$ cat config.mk
export PLATFORM = sky130hd
export DESIGN_NAME = apu_frame_sequencer_length_counters
export DESIGN_NICKNAME = d
export VERILOG_FILES = /design/src/rtl/apufs_pkg.sv /design/src/rtl/apu_frame_sequencer_length_counters.sv
export VERILOG_INCLUDE_DIRS = /design/src /design/src/rtl
export SDC_FILE = /design/constraint.sdc
export NUM_CORES = 1
export LEC_CHECK = 0
export ABC_AREA = 1
export BUFFER_PORTS_ARGS = -buffer_cell sky130_fd_sc_hd__buf_2
export CORE_ASPECT_RATIO = 1.25
export CORE_UTILIZATION = 50
export CTS_CLUSTER_DIAMETER = 150
export DETAILED_ROUTE_END_ITERATION = 6
export PLACE_DENSITY = 0.67
export SETUP_SLACK_MARGIN = 0.1
export SLEW_MARGIN = 20
export SYNTH_ARGS = -nofsm -noshare
export SYNTH_HDL_FRONTEND = slang
export SYNTH_SLANG_ARGS = --single-unit
export TNS_END_PERCENT = 5
$ cat constraint.sdc
create_clock -name i_clk -period 4.1 [get_ports i_clk]
set_input_delay 1.025 -clock i_clk [delete_from_list [all_inputs] [get_ports i_clk]]
set_output_delay 1.025 -clock i_clk [all_outputs]
set_load 0.01 [all_outputs]
$ cat src/rtl/apu_frame_sequencer_length_counters_defines.svh
// Assertion macros shared by the frame sequencer RTL.
// Depends on nothing; define NO_ASSERTIONS to compile the checks away.
`ifndef APU_FRAME_SEQUENCER_LENGTH_COUNTERS_DEFINES_SVH
`define APU_FRAME_SEQUENCER_LENGTH_COUNTERS_DEFINES_SVH
`ifndef NO_ASSERTIONS
// Same-cycle implication, checked outside reset.
`define APUFS_ASSERT_NOW(label, clk, rst_n, ante, cons, msg) \
    label: assert property (@(posedge clk) disable iff (!rst_n) (ante) |-> (cons)) \
        else $error(msg);
// Next-cycle implication, checked outside reset.
`define APUFS_ASSERT_NEXT(label, clk, rst_n, ante, cons, msg) \
    label: assert property (@(posedge clk) disable iff (!rst_n) (ante) |=> (cons)) \
        else $error(msg);
`else
`define APUFS_ASSERT_NOW(label, clk, rst_n, ante, cons, msg)
`define APUFS_ASSERT_NEXT(label, clk, rst_n, ante, cons, msg)
`endif
`endif

$ cat src/rtl/apufs_pkg.sv
// Package for the frame sequencer: item kinds, register offsets, event counts
// and the length load table. Depends on nothing.
package apufs_pkg;

    typedef enum logic [1:0] {
        MODE_TICK  = 2'd0,
        MODE_WRITE = 2'd1,
        MODE_READ  = 2'd2
    } t_item_mode;

    localparam int unsigned CNT_W = 16;
    localparam int unsigned LEN_W = 8;
    localparam int unsigned NUM_CH = 4;

    // Register offsets
    localparam logic [4:0] REG_PULSE1_CTRL = 5'h00;
    localparam logic [4:0] REG_PULSE1_LEN  = 5'h03;
    localparam logic [4:0] REG_PULSE2_CTRL = 5'h04;
    localparam logic [4:0] REG_PULSE2_LEN  = 5'h07;
    localparam logic [4:0] REG_TRI_CTRL    = 5'h08;
    localparam logic [4:0] REG_TRI_LEN     = 5'h0B;
    localparam logic [4:0] REG_NOISE_CTRL  = 5'h0C;
    localparam logic [4:0] REG_NOISE_LEN   = 5'h0F;
    localparam logic [4:0] REG_ENABLE      = 5'h15;
    localparam logic [4:0] REG_FRAME       = 5'h17;

    // Written-data bits
    localparam int unsigned HALT_BIT     = 5;
    localparam int unsigned TRI_HALT_BIT = 7;
    localparam int unsigned MODE_BIT     = 7;
    localparam int unsigned INHIBIT_BIT  = 6;
    localparam int unsigned IRQ_RD_BIT   = 6;

    // Sequencer event counts, taken after the increment
    localparam logic [CNT_W-1:0] CYC_Q1      = 16'd7457;
    localparam logic [CNT_W-1:0] CYC_H1      = 16'd14913;
    localparam logic [CNT_W-1:0] CYC_Q3      = 16'd22371;
    localparam logic [CNT_W-1:0] CYC_IRQ_A   = 16'd29831;
    localparam logic [CNT_W-1:0] CYC_H2      = 16'd29832;
    localparam logic [CNT_W-1:0] CYC_IRQ_C   = 16'd29833;
    localparam logic [CNT_W-1:0] CYC_H5      = 16'd37281;
    localparam logic [CNT_W-1:0] PERIOD_FOUR = 16'd29833;
    localparam logic [CNT_W-1:0] PERIOD_FIVE = 16'd37282;

    // Length load table, indexed by the upper five bits of the written byte.
    function automatic logic [LEN_W-1:0] len_lookup(input logic [4:0] idx);
        logic [LEN_W-1:0] v;
        case (idx)
            5'd0:  v = 8'd10;   5'd1:  v = 8'd254;  5'd2:  v = 8'd20;   5'd3:  v = 8'd2;
            5'd4:  v = 8'd40;   5'd5:  v = 8'd4;    5'd6:  v = 8'd80;   5'd7:  v = 8'd6;
            5'd8:  v = 8'd160;  5'd9:  v = 8'd8;    5'd10: v = 8'd60;   5'd11: v = 8'd10;
            5'd12: v = 8'd14;   5'd13: v = 8'd12;   5'd14: v = 8'd26;   5'd15: v = 8'd14;
            5'd16: v = 8'd12;   5'd17: v = 8'd16;   5'd18: v = 8'd24;   5'd19: v = 8'd18;
            5'd20: v = 8'd48;   5'd21: v = 8'd20;   5'd22: v = 8'd96;   5'd23: v = 8'd22;
            5'd24: v = 8'd192;  5'd25: v = 8'd24;   5'd26: v = 8'd72;   5'd27: v = 8'd26;
            5'd28: v = 8'd16;   5'd29: v = 8'd28;   5'd30: v = 8'd32;   5'd31: v = 8'd30;
            default: v = 8'd0;
        endcase
        return v;
    endfunction

endpackage

$ cat src/rtl/apu_frame_sequencer_length_counters.sv
// Frame sequencer with four length counters; uses apufs_pkg and the defines header.
// A request passes through the input register, then the result register, before its
// result reaches the master side. Throughput: one request per cycle, sustained for
// as long as the master side takes results.
// Reset: synchronous, active low; clears the sequencer count, mode, interrupt,
// length counters, halt and enable flags and both valid bits.
`include "apu_frame_sequencer_length_counters_defines.svh"

module apu_frame_sequencer_length_counters
    import apufs_pkg::*;
(
    input  logic        i_clk,
    input  logic        i_rst_n,
    input  logic        i_s_axis_tvalid,
    output logic        o_s_axis_tready,
    // tdata: [4:0] reg_offset, [12:5] write_data, [15:13] zero
    input  logic [15:0] i_s_axis_tdata,
    // tuser: [1:0] mode (tick, register write, status read)
    input  logic [1:0]  i_s_axis_tuser,
    output logic        o_m_axis_tvalid,
    input  logic        i_m_axis_tready,
    // tdata: [7:0] read_data, [8] quarter_frame, [9] half_frame, [10] frame_irq,
    // [15:11] zero
    output logic [15:0] o_m_axis_tdata
);

    // Pipeline control. A request sits in the input register until the
    // result register can take its result; the state update happens in that
    // same cycle, so each request changes the state exactly once.
    logic             r_in_valid;
    logic [1:0]       r_in_mode;
    logic [4:0]       r_in_reg;
    logic [7:0]       r_in_data;
    logic             r_out_valid;
    logic [15:0]      r_out_data;
    logic             w_out_free;
    logic             w_proc;

    assign w_out_free      = !r_out_valid || i_m_axis_tready;
    assign w_proc          = r_in_valid && w_out_free;
    assign o_s_axis_tready = !r_in_valid || w_out_free;
    assign o_m_axis_tvalid = r_out_valid;
    assign o_m_axis_tdata  = r_out_data;

    always_ff @(posedge i_clk) begin
        if (!i_rst_n) begin
            r_in_valid <= 1'b0;
        end else if (o_s_axis_tready) begin
            r_in_valid <= i_s_axis_tvalid;
        end
    end

    always_ff @(posedge i_clk) begin
        if (o_s_axis_tready && i_s_axis_tvalid) begin
            r_in_mode <= i_s_axis_tuser;
            r_in_reg  <= i_s_axis_tdata[4:0];
            r_in_data <= i_s_axis_tdata[12:5];
        end
    end

    // Sequencer and channel state.
    logic [CNT_W-1:0] r_cnt,  n_cnt;
    logic             r_five, n_five;
    logic             r_inh,  n_inh;
    logic             r_irq,  n_irq;
    logic [LEN_W-1:0] r_len [NUM_CH];
    logic [LEN_W-1:0] n_len [NUM_CH];
    logic [NUM_CH-1:0] r_halt, n_halt;
    logic [NUM_CH-1:0] r_en,   n_en;

    // Result of the request being processed.
    logic [7:0]       w_rd;
    logic             w_qf;
    logic             w_hf;
    logic             w_step;

    logic [CNT_W-1:0] w_inc;
    logic [CNT_W-1:0] w_period;
    logic             w_irq_ok;

    assign w_inc    = r_cnt + 16'd1;
    assign w_period = r_five ? PERIOD_FIVE : PERIOD_FOUR;
    assign w_irq_ok = !r_five && !r_inh;

    always_comb begin
        n_cnt  = r_cnt;
        n_five = r_five;
        n_inh  = r_inh;
        n_irq  = r_irq;
        n_halt = r_halt;
        n_en   = r_en;
        w_rd   = 8'd0;
        w_qf   = 1'b0;
        w_hf   = 1'b0;
        w_step = 1'b0;

        case (r_in_mode)
            MODE_TICK: begin
                // Events are decoded on the incremented count, which then
                // wraps at the period of the current mode.
                if (w_inc == CYC_Q1 || w_inc == CYC_Q3) begin
                    w_qf = 1'b1;
                end else if (w_inc == CYC_H1) begin
                    w_qf   = 1'b1;
                    w_hf   = 1'b1;
                    w_step = 1'b1;
                end else if (w_inc == CYC_IRQ_A || w_inc == CYC_IRQ_C) begin
                    if (w_irq_ok) begin
                        n_irq = 1'b1;
                    end
                end else if (w_inc == CYC_H2) begin
                    if (!r_five) begin
                        w_qf   = 1'b1;
                        w_hf   = 1'b1;
                        w_step = 1'b1;
                    end
                    if (w_irq_ok) begin
                        n_irq = 1'b1;
                    end
                end else if (w_inc == CYC_H5) begin
                    if (r_five) begin
                        w_qf   = 1'b1;
                        w_hf   = 1'b1;
                        w_step = 1'b1;
                    end
                end
                // The count never passes the period, so one subtract is a full wrap.
                n_cnt = (w_inc >= w_period) ? (w_inc - w_period) : w_inc;
            end
            MODE_WRITE: begin
                case (r_in_reg)
                    REG_PULSE1_CTRL: n_halt[0] = r_in_data[HALT_BIT];
                    REG_PULSE2_CTRL: n_halt[1] = r_in_data[HALT_BIT];
                    REG_TRI_CTRL:    n_halt[2] = r_in_data[TRI_HALT_BIT];
                    REG_NOISE_CTRL:  n_halt[3] = r_in_data[HALT_BIT];
                    REG_ENABLE:      n_en      = r_in_data[NUM_CH-1:0];
                    REG_FRAME: begin
                        n_five = r_in_data[MODE_BIT];
                        n_inh  = r_in_data[INHIBIT_BIT];
                        if (r_in_data[INHIBIT_BIT]) begin
                            n_irq = 1'b0;
                        end
                        n_cnt = '0;
                        // Writing the frame register with five-step mode set clocks a step at once.
                        if (r_in_data[MODE_BIT]) begin
                            w_qf   = 1'b1;
                            w_hf   = 1'b1;
                            w_step = 1'b1;
                        end
                    end
                    default: begin
                    end
                endcase
            end
            MODE_READ: begin
                // Status shows the interrupt as it stood before the read.
                w_rd[IRQ_RD_BIT] = r_irq;
                for (int i = 0; i < NUM_CH; i++) begin
                    w_rd[i] = (r_len[i] != '0);
                end
                n_irq = 1'b0;
            end
            default: begin
            end
        endcase
    end

    // Length counters: load, clear on disable, or step down when not halted.
    always_comb begin
        for (int i = 0; i < NUM_CH; i++) begin
            n_len[i] = r_len[i];
            if (w_step && r_len[i] != '0 && !r_halt[i]) begin
                n_len[i] = r_len[i] - 8'd1;
            end
        end
        if (r_in_mode == MODE_WRITE) begin
            case (r_in_reg)
                REG_PULSE1_LEN: if (r_en[0]) n_len[0] = len_lookup(r_in_data[7:3]);
                REG_PULSE2_LEN: if (r_en[1]) n_len[1] = len_lookup(r_in_data[7:3]);
                REG_TRI_LEN:    if (r_en[2]) n_len[2] = len_lookup(r_in_data[7:3]);
                REG_NOISE_LEN:  if (r_en[3]) n_len[3] = len_lookup(r_in_data[7:3]);
                REG_ENABLE: begin
                    for (int i = 0; i < NUM_CH; i++) begin
                        if (!r_in_data[i]) begin
                            n_len[i] = '0;
                        end
                    end
                end
                default: begin
                end
            endcase
        end
    end

    always_ff @(posedge i_clk) begin
        if (!i_rst_n) begin
            r_cnt  <= '0;
            r_five <= 1'b0;
            r_inh  <= 1'b0;
            r_irq  <= 1'b0;
            r_halt <= '0;
            r_en   <= '0;
            for (int i = 0; i < NUM_CH; i++) begin
                r_len[i] <= '0;
            end
        end else if (w_proc) begin
            r_cnt  <= n_cnt;
            r_five <= n_five;
            r_inh  <= n_inh;
            r_irq  <= n_irq;
            r_halt <= n_halt;
            r_en   <= n_en;
            for (int i = 0; i < NUM_CH; i++) begin
                r_len[i] <= n_len[i];
            end
        end
    end

    always_ff @(posedge i_clk) begin
        if (!i_rst_n) begin
            r_out_valid <= 1'b0;
        end else if (w_out_free) begin
            r_out_valid <= r_in_valid;
        end
    end

    always_ff @(posedge i_clk) begin
        if (w_proc) begin
            r_out_data <= {5'd0, n_irq, w_hf, w_qf, w_rd};
        end
    end

    // The count stays below the period of the current mode.
    `APUFS_ASSERT_NOW(a_cnt_in_period, i_clk, i_rst_n, 1'b1, r_cnt < w_period, "count out of period")
    // A status read leaves the interrupt cleared.
    `APUFS_ASSERT_NEXT(a_read_clears_irq, i_clk, i_rst_n, w_proc && r_in_mode == MODE_READ, !r_irq, "irq survived read")
    // Ticks in five-step mode never raise the interrupt.
    `APUFS_ASSERT_NEXT(a_five_no_irq, i_clk, i_rst_n, w_proc && r_in_mode == MODE_TICK && r_five && !r_irq, !r_irq, "irq in five-step mode")
    // A half-frame strobe always comes with a quarter-frame strobe.
    `APUFS_ASSERT_NOW(a_half_has_quarter, i_clk, i_rst_n, r_out_valid && r_out_data[9], r_out_data[8], "half without quarter")
    // A disabled channel holds a zero length.
    `APUFS_ASSERT_NOW(a_disabled_zero, i_clk, i_rst_n, 1'b1, !((!r_en[0] && r_len[0] != '0) || (!r_en[1] && r_len[1] != '0) || (!r_en[2] && r_len[2] != '0) || (!r_en[3] && r_len[3] != '0)), "disabled channel has length")

endmodule
== Word level (Yosys, flattened, before mapping) ==
Memory sizes are Yosys's and may differ from the RTL's. A register that Yosys moved wholly into a read port is not among the register bits.
Index checks and enable logic that the tools add are counted.
Widths: inputs -> output; s select.

* Register bits: 52
* Bits in writable memories: 32
* ROM bits: 896
* Output and inout port bits: 18
* Memories kept: 5

{| class="wikitable"
|+ Memory list
! name !! words !! bits a word !! read ports !! clocked after Yosys merged registers in !! write ports !! RTL line !! RTL
|-
| (no name shown) || 32 || 7 || 1 || 1 || 0 || apufs_pkg.sv:48 || <nowiki>case (idx)</nowiki>
|-
| (no name shown) || 32 || 7 || 1 || 1 || 0 || apufs_pkg.sv:48 ||
|-
| (no name shown) || 32 || 7 || 1 || 1 || 0 || apufs_pkg.sv:48 ||
|-
| (no name shown) || 32 || 7 || 1 || 1 || 0 || apufs_pkg.sv:48 ||
|-
| r_len || 4 || 8 || 4 || 0 || 4 || apu_frame_sequencer_length_counters.sv:66 || <nowiki>logic [LEN_W-1:0] r_len [NUM_CH];</nowiki>
|}

* Add/subtract/negate cells: 6
* Magnitude comparators: 1
* Eq/ne operators: 19
* Multiplexer cells: 53
* Bitwise logic cells: 4
* Reduce and logical (&&, ||, !) cells: 37

{| class="wikitable"
|+ Operators by type and width
! operator !! count
|-
| $mux 8 || 16
|-
| $eq 16x15->1 const B || 4
|-
| $pmux 8 s2 || 4
|-
| $mux 16 || 3
|-
| $mux 32 || 1
|-
| $pmux 16 s2 || 1
|-
| $reduce_bool 8->1 || 4
|-
| $sub 8x1->8 const B || 4
|-
| $mux 1 || 21
|-
| $reduce_and 3->1 || 7
|-
| $eq 5x4->1 const B || 4
|-
| $mux 5 || 4
|-
| $add 16x1->16 const B || 1
|-
| $eq 16x13->1 const B || 1
|-
| $eq 16x14->1 const B || 1
|-
| $eq 16x16->1 const B || 1
|-
| $ge 16x16->1 || 1
|-
| $sub 16x16->16 || 1
|-
| $logic_and 1x1->1 || 11
|-
| $eq 5x3->1 const B || 2
|-
| $eq 5x5->1 const B || 2
|-
| $logic_not 1->1 || 8
|-
| $eq 5x2->1 const B || 1
|-
| $logic_not 5->1 || 1
|-
| other kinds (9) || 16
|}

== Longest topological paths before layout ==
* Depth after elaboration: 15
* Mapped depth: 22
* Depth with buffers taken out: 22

== Least setup slack after synthesis ==
OpenSTA, ideal clock, no wires.

* Path kind: in2reg
* Start point: in i_m_axis_tready
* End point: reg (tool-made name)
* Arrival time: 2984 ps
* Required time: 3975 ps
* Setup slack: 991 ps
* Stages on the path: 11
* Path buffers: 0
* Path through: inv_1 nand3_1 nand2_1 inv_1 or2_2 o21ai_1 clkinv_1 o21ai_0 a21oi_1 a211oi_1 a31oi_1

{| class="wikitable"
|+ RTL lines
! element !! RTL line !! RTL
|-
| from (decl) || apu_frame_sequencer_length_counters.sv:21 || <nowiki>input logic i_m_axis_tready,</nowiki>
|}

== Worst setup path in the final report ==
* Start point: reg r_cnt[1]
* End point: reg r_cnt[8]

* Cells in the longest elaborated chain, start to end: 4

{| class="wikitable"
|+ Ends and longest elaborated chain
! element !! RTL line !! RTL
|-
| from (decl) || apu_frame_sequencer_length_counters.sv:62 || <nowiki>logic [CNT_W-1:0] r_cnt, n_cnt;</nowiki>
|-
| from (signal assigned) || apu_frame_sequencer_length_counters.sv:207 || <nowiki>r_cnt <= n_cnt;</nowiki>
|-
| $add 16x1->16 * || apu_frame_sequencer_length_counters.sv:81 || <nowiki>assign w_inc = r_cnt + 16'd1;</nowiki>
|-
| $sub 16x16->16 / $ge 16x16->1 (equally long branches) || apu_frame_sequencer_length_counters.sv:128 || <nowiki>n_cnt = (w_inc >= w_period) ? (w_inc - w_period) : w_inc;</nowiki>
|-
| $mux 16 * || apu_frame_sequencer_length_counters.sv:128 ||
|-
| $pmux 16 s2 * || apu_frame_sequencer_length_counters.sv:97 || <nowiki>case (r_in_mode)</nowiki>
|}

Mark *: on every way between the ends. The rest lies on a longest branch, timed or not.
A chain may end at the register's enable or synchronous reset.

==> Flow_metrics.wiki <==
{| class="wikitable"
! Metric !! Value
|-
| Result of the run || finished clean
|-
| XOR/XNOR share of the synthesized area || 1.17%
|-
| Global-route total usage across every layer || 27.5%
|-
| # hold bufs at CTS || 0
|-
| Hold Path Class || flip-flop to flip-flop
|-
| EDFF count, synth || 55
|-
| Start of the worst register-to-register path || r_cnt[1]
|-
| Multiplexer share of the synthesized area || 0%
|-
| DRC violation count after routing || 0
|-
| Portion of the post-synthesis area used by sequential elements || 34.5%
|-
| Worst-Skew Late Latency || 360 ps
|-
| Most frequent cell after synthesis || nand2_1
|-
| Antenna fix cells || 0
|-
| Final ANT Viol Nets || 0
|-
| Placeable Area || 13300 um2
|-
| Max-capacitance violation count || 0
|-
| Registers with the most flip-flops || r_len x32, r_cnt x16
|-
| Via-per-instance ratio || 5.51
|-
| Compound-Gate Fraction of Synth Area || 15.2%
|-
| Worst setup endpoint || r_cnt[8]
|-
| Yosys top cell area share || 24.1%
|-
| Total vias in the final route || 6748
|-
| Share of final-layout standard cells stronger than drive strength 1 || 9.78%
|-
| Number of global-route vias before repair || 6170
|-
| Commonest cells in the synthesized netlist || nand2_1, inv_1, nor2_1
|-
| Capture instance of the worst register-to-register path || r_cnt[8]
|-
| RD Place Congestion || 0.976
|-
| Number of flip-flops under the largest register name || 32
|-
| Area of the mapped netlist || 6870 um2
|-
| Reg with most FFs || r_len
|-
| Critical path data arrival time || 3830 ps
|-
| Launch point of the critical path || r_cnt[1]
|-
| Maximum cell stage delay along the critical path || 500 ps
|-
| Hold Fails Final Rpt || 0
|-
| Clock tree buffer depth || 2
|-
| Post-route fraction of the period consumed by the critical path || 87.8%
|-
| Pin count of the biggest net entering global routing || 34
|-
| TritonCTS clock tree || built
|-
| Largest family of logic cells by synthesized area || simple AND/OR/NAND/NOR gates
|-
| Wire length of the first global-routing pass || 30400 um
|-
| Horizontal extent of the die || 107 um
|-
| Static leakage power || 0.00320 uW
|-
| Slowest stage cell, crit path || o211ai_1
|-
| Data required time of the critical path || 4330 ps
|-
| Number of placement rows || 47
|-
| WL/cell || 15.3 um
|-
| Yosys warning total || 0
|-
| Arithmetic-cell share of the synthesized area counting full adders, half adders and majority gates || 4.48%
|-
| Post-synthesis average cell area || 6.81 um2
|-
| Dominant cell type by area after synthesis || edfxtp_1
|-
| Worst hold path depth || 2
|-
| Unrepaired setup endpoints after global routing || no
|-
| Largest fanout on the critical path || 26
|-
| Total count of max-transition violations in the final report || 0
|-
| Number of buffers added on ports || 28
|-
| CTS root buffer || clkbuf_16
|-
| Async set-reset flop share out of synthesis || 0%
|-
| IO Pins || 40
|-
| F_max || 278 MHz
|-
| Number of distinct standard cells referenced by the synthesized netlist || 46
|-
| Count of buffers added by post-CTS timing repair for setup || 0
|-
| Clock Pin Slew Worst Setup and Hold Paths || 70 ps
|-
| Relative area change from synthesis to final layout || 9.84%
|-
| Count of state elements after synthesis || 91
|-
| Number of setup violations in the final report || 0
|-
| PostCTS Resize Cnt || 0
|-
| Number of buffers inserted during clock tree synthesis || 9
|-
| Worst slew pin tran || 715 ps
|-
| Final critical delay including setup and external delays || 3600 ps
|-
| End-of-flow core utilization || 56.5%
|-
| H-tree level count || 3
|-
| Flip-flop cell with the highest count after synthesis || edfxtp_1
|-
| Cells along the critical path || ha_1 > nand3_1 > nor2_1 > nand3_1 > nand2_1 > nand2_1 > ha_1 > a21oi_1 > o21bai_1 > a21oi_1 > nand3_2 > o211ai_1 > a21oi_1
|-
| HPWL after DPL || 14200 um
|-
| Hold Crit Start || r_en[0]
|-
| Simple-gate share of the synthesized area || 34.4%
|-
| Critical path endpoint category || flip-flop
|-
| Total Neg Setup Slack || 0 ps
|-
| 1st-iter DRT viols || 465
|-
| Main area contributors after synthesis || edfxtp_1, nand2_1, dfxtp_1
|-
| Count of TritonRoute iterations in the first routing pass || 5
|-
| Initial Utilization || 51.4%
|-
| DIE HEIGHT || 133 um
|-
| Worst clock skew || 10.3 ps
|-
| Clk sink count || 91
|-
| Grt ovf || 0
|-
| Post-Synthesis Cells || 1009
|-
| Kind of start point of the critical path || flip-flop
|-
| WS Path Type || flip-flop to flip-flop
|-
| Number of antenna violations at the first check in global routing || 0
|-
| Peak supply drop || 0.000290 V
|-
| Worst reg-to-reg path cell count || 13
|-
| Die footprint || 14200 um2
|-
| Pwr per Cell Area || 288 nW/um2
|-
| Slew Limit Headroom || 52.2%
|-
| DRT Wirelength || 18700 um
|-
| Nets || 1094
|-
| Most frequent cell on the critical path || a21oi_1
|-
| Register-to-register setup slack || 500 ps
|}
[cells in the final DEF, fill, tap and decap left out, types with 5 or more instances in the layout]
| master | n |
|---|---|
| buf_4 | 15 |
| nand2_1 | 248 |
| buf_2 | 28 |
| a21oi_1 | 78 |
| clkbuf_16 | 11 |
| edfxtp_1 | 55 |
| dfxtp_1 | 36 |
| nand3b_1 | 5 |
| o21ai_0 | 48 |
| nand4_1 | 27 |
| conb_1 | 8 |
| a31oi_1 | 7 |
| nor3_1 | 22 |
| o21bai_1 | 5 |
| nand3_1 | 89 |
| ha_1 | 23 |
| nor4_1 | 6 |
| nand2_2 | 16 |
| inv_1 | 142 |
| nor2_2 | 8 |
| o21ai_1 | 11 |
| nor2_1 | 94 |
| o211ai_1 | 17 |
[cell families (layout without fill, tap and decap cells)]
kind of cell,Yosys count,in the layout
buffers and inverters,172,209
adder cells (fa/ha/maj),24,24
AO/OA/AOI/OAI,185,185
AND/OR/NAND/NOR,529,529
flip-flops,91,91
other,1,8
XOR/XNOR,7,7
[how the worst min path moves through the flow]
stage                     slack, ps   endpoint
after floorplan                 460  r_halt[0]
after global placement          490    r_en[1]
after detailed placement        490    r_en[0]
after CTS                       500    r_en[0]
after global routing            530    r_en[0]
final                           510    r_en[0]
[metal layers]
metal,share of wire (%),global-route usage (%),vias to the layer above
met5,0,0,-
met4,2.6,10.4,0
met3,5.6,3.99,38
met1,42,34.3,3075
li1,-,-,3443
met2,50,47.6,192
[stage by stage]
step           worst slack (ps)  instances  power (uW)  hold slack, ps  cell area, um2
6_report                    500       1224        2170             507            7540
5_1_grt                     207       1224        2260             533            7540
4_1_cts                     538       1224        2190             498            7540
3_5_place_dp                553       1208        1320             493            7230
3_3_place_gp                569       1208        1310             488            7230
2_1_floorplan               991       1016        1230             463            6890
[where the power goes]
| part | switching, uW | internal (uW) |
|---|---|---|
| Combinational | 156 | 72.0 |
| Clock | 385 | 491 |
| Sequential | 53.2 | 1020 |
| Total | 594 | 1580 |
[critical path: cells and delay by family, from the launching register on]
family	cells	cell delay, ps
and+or+nand+nor	6	1290
AOI/OAI and AO/OA	5	1070
DFF	1	430
adders and majority gates	2	680
[final cells by class]
type	instances	area, um2
fill	1316	5810
timing repair buffer	43	253
sequential	91	2370
clock inverter	5	40.0
tap	171	214
inverter	150	563
multi-input combinational	753	3820
clock buffer	11	275
Power figures use the tool's default switching activity.
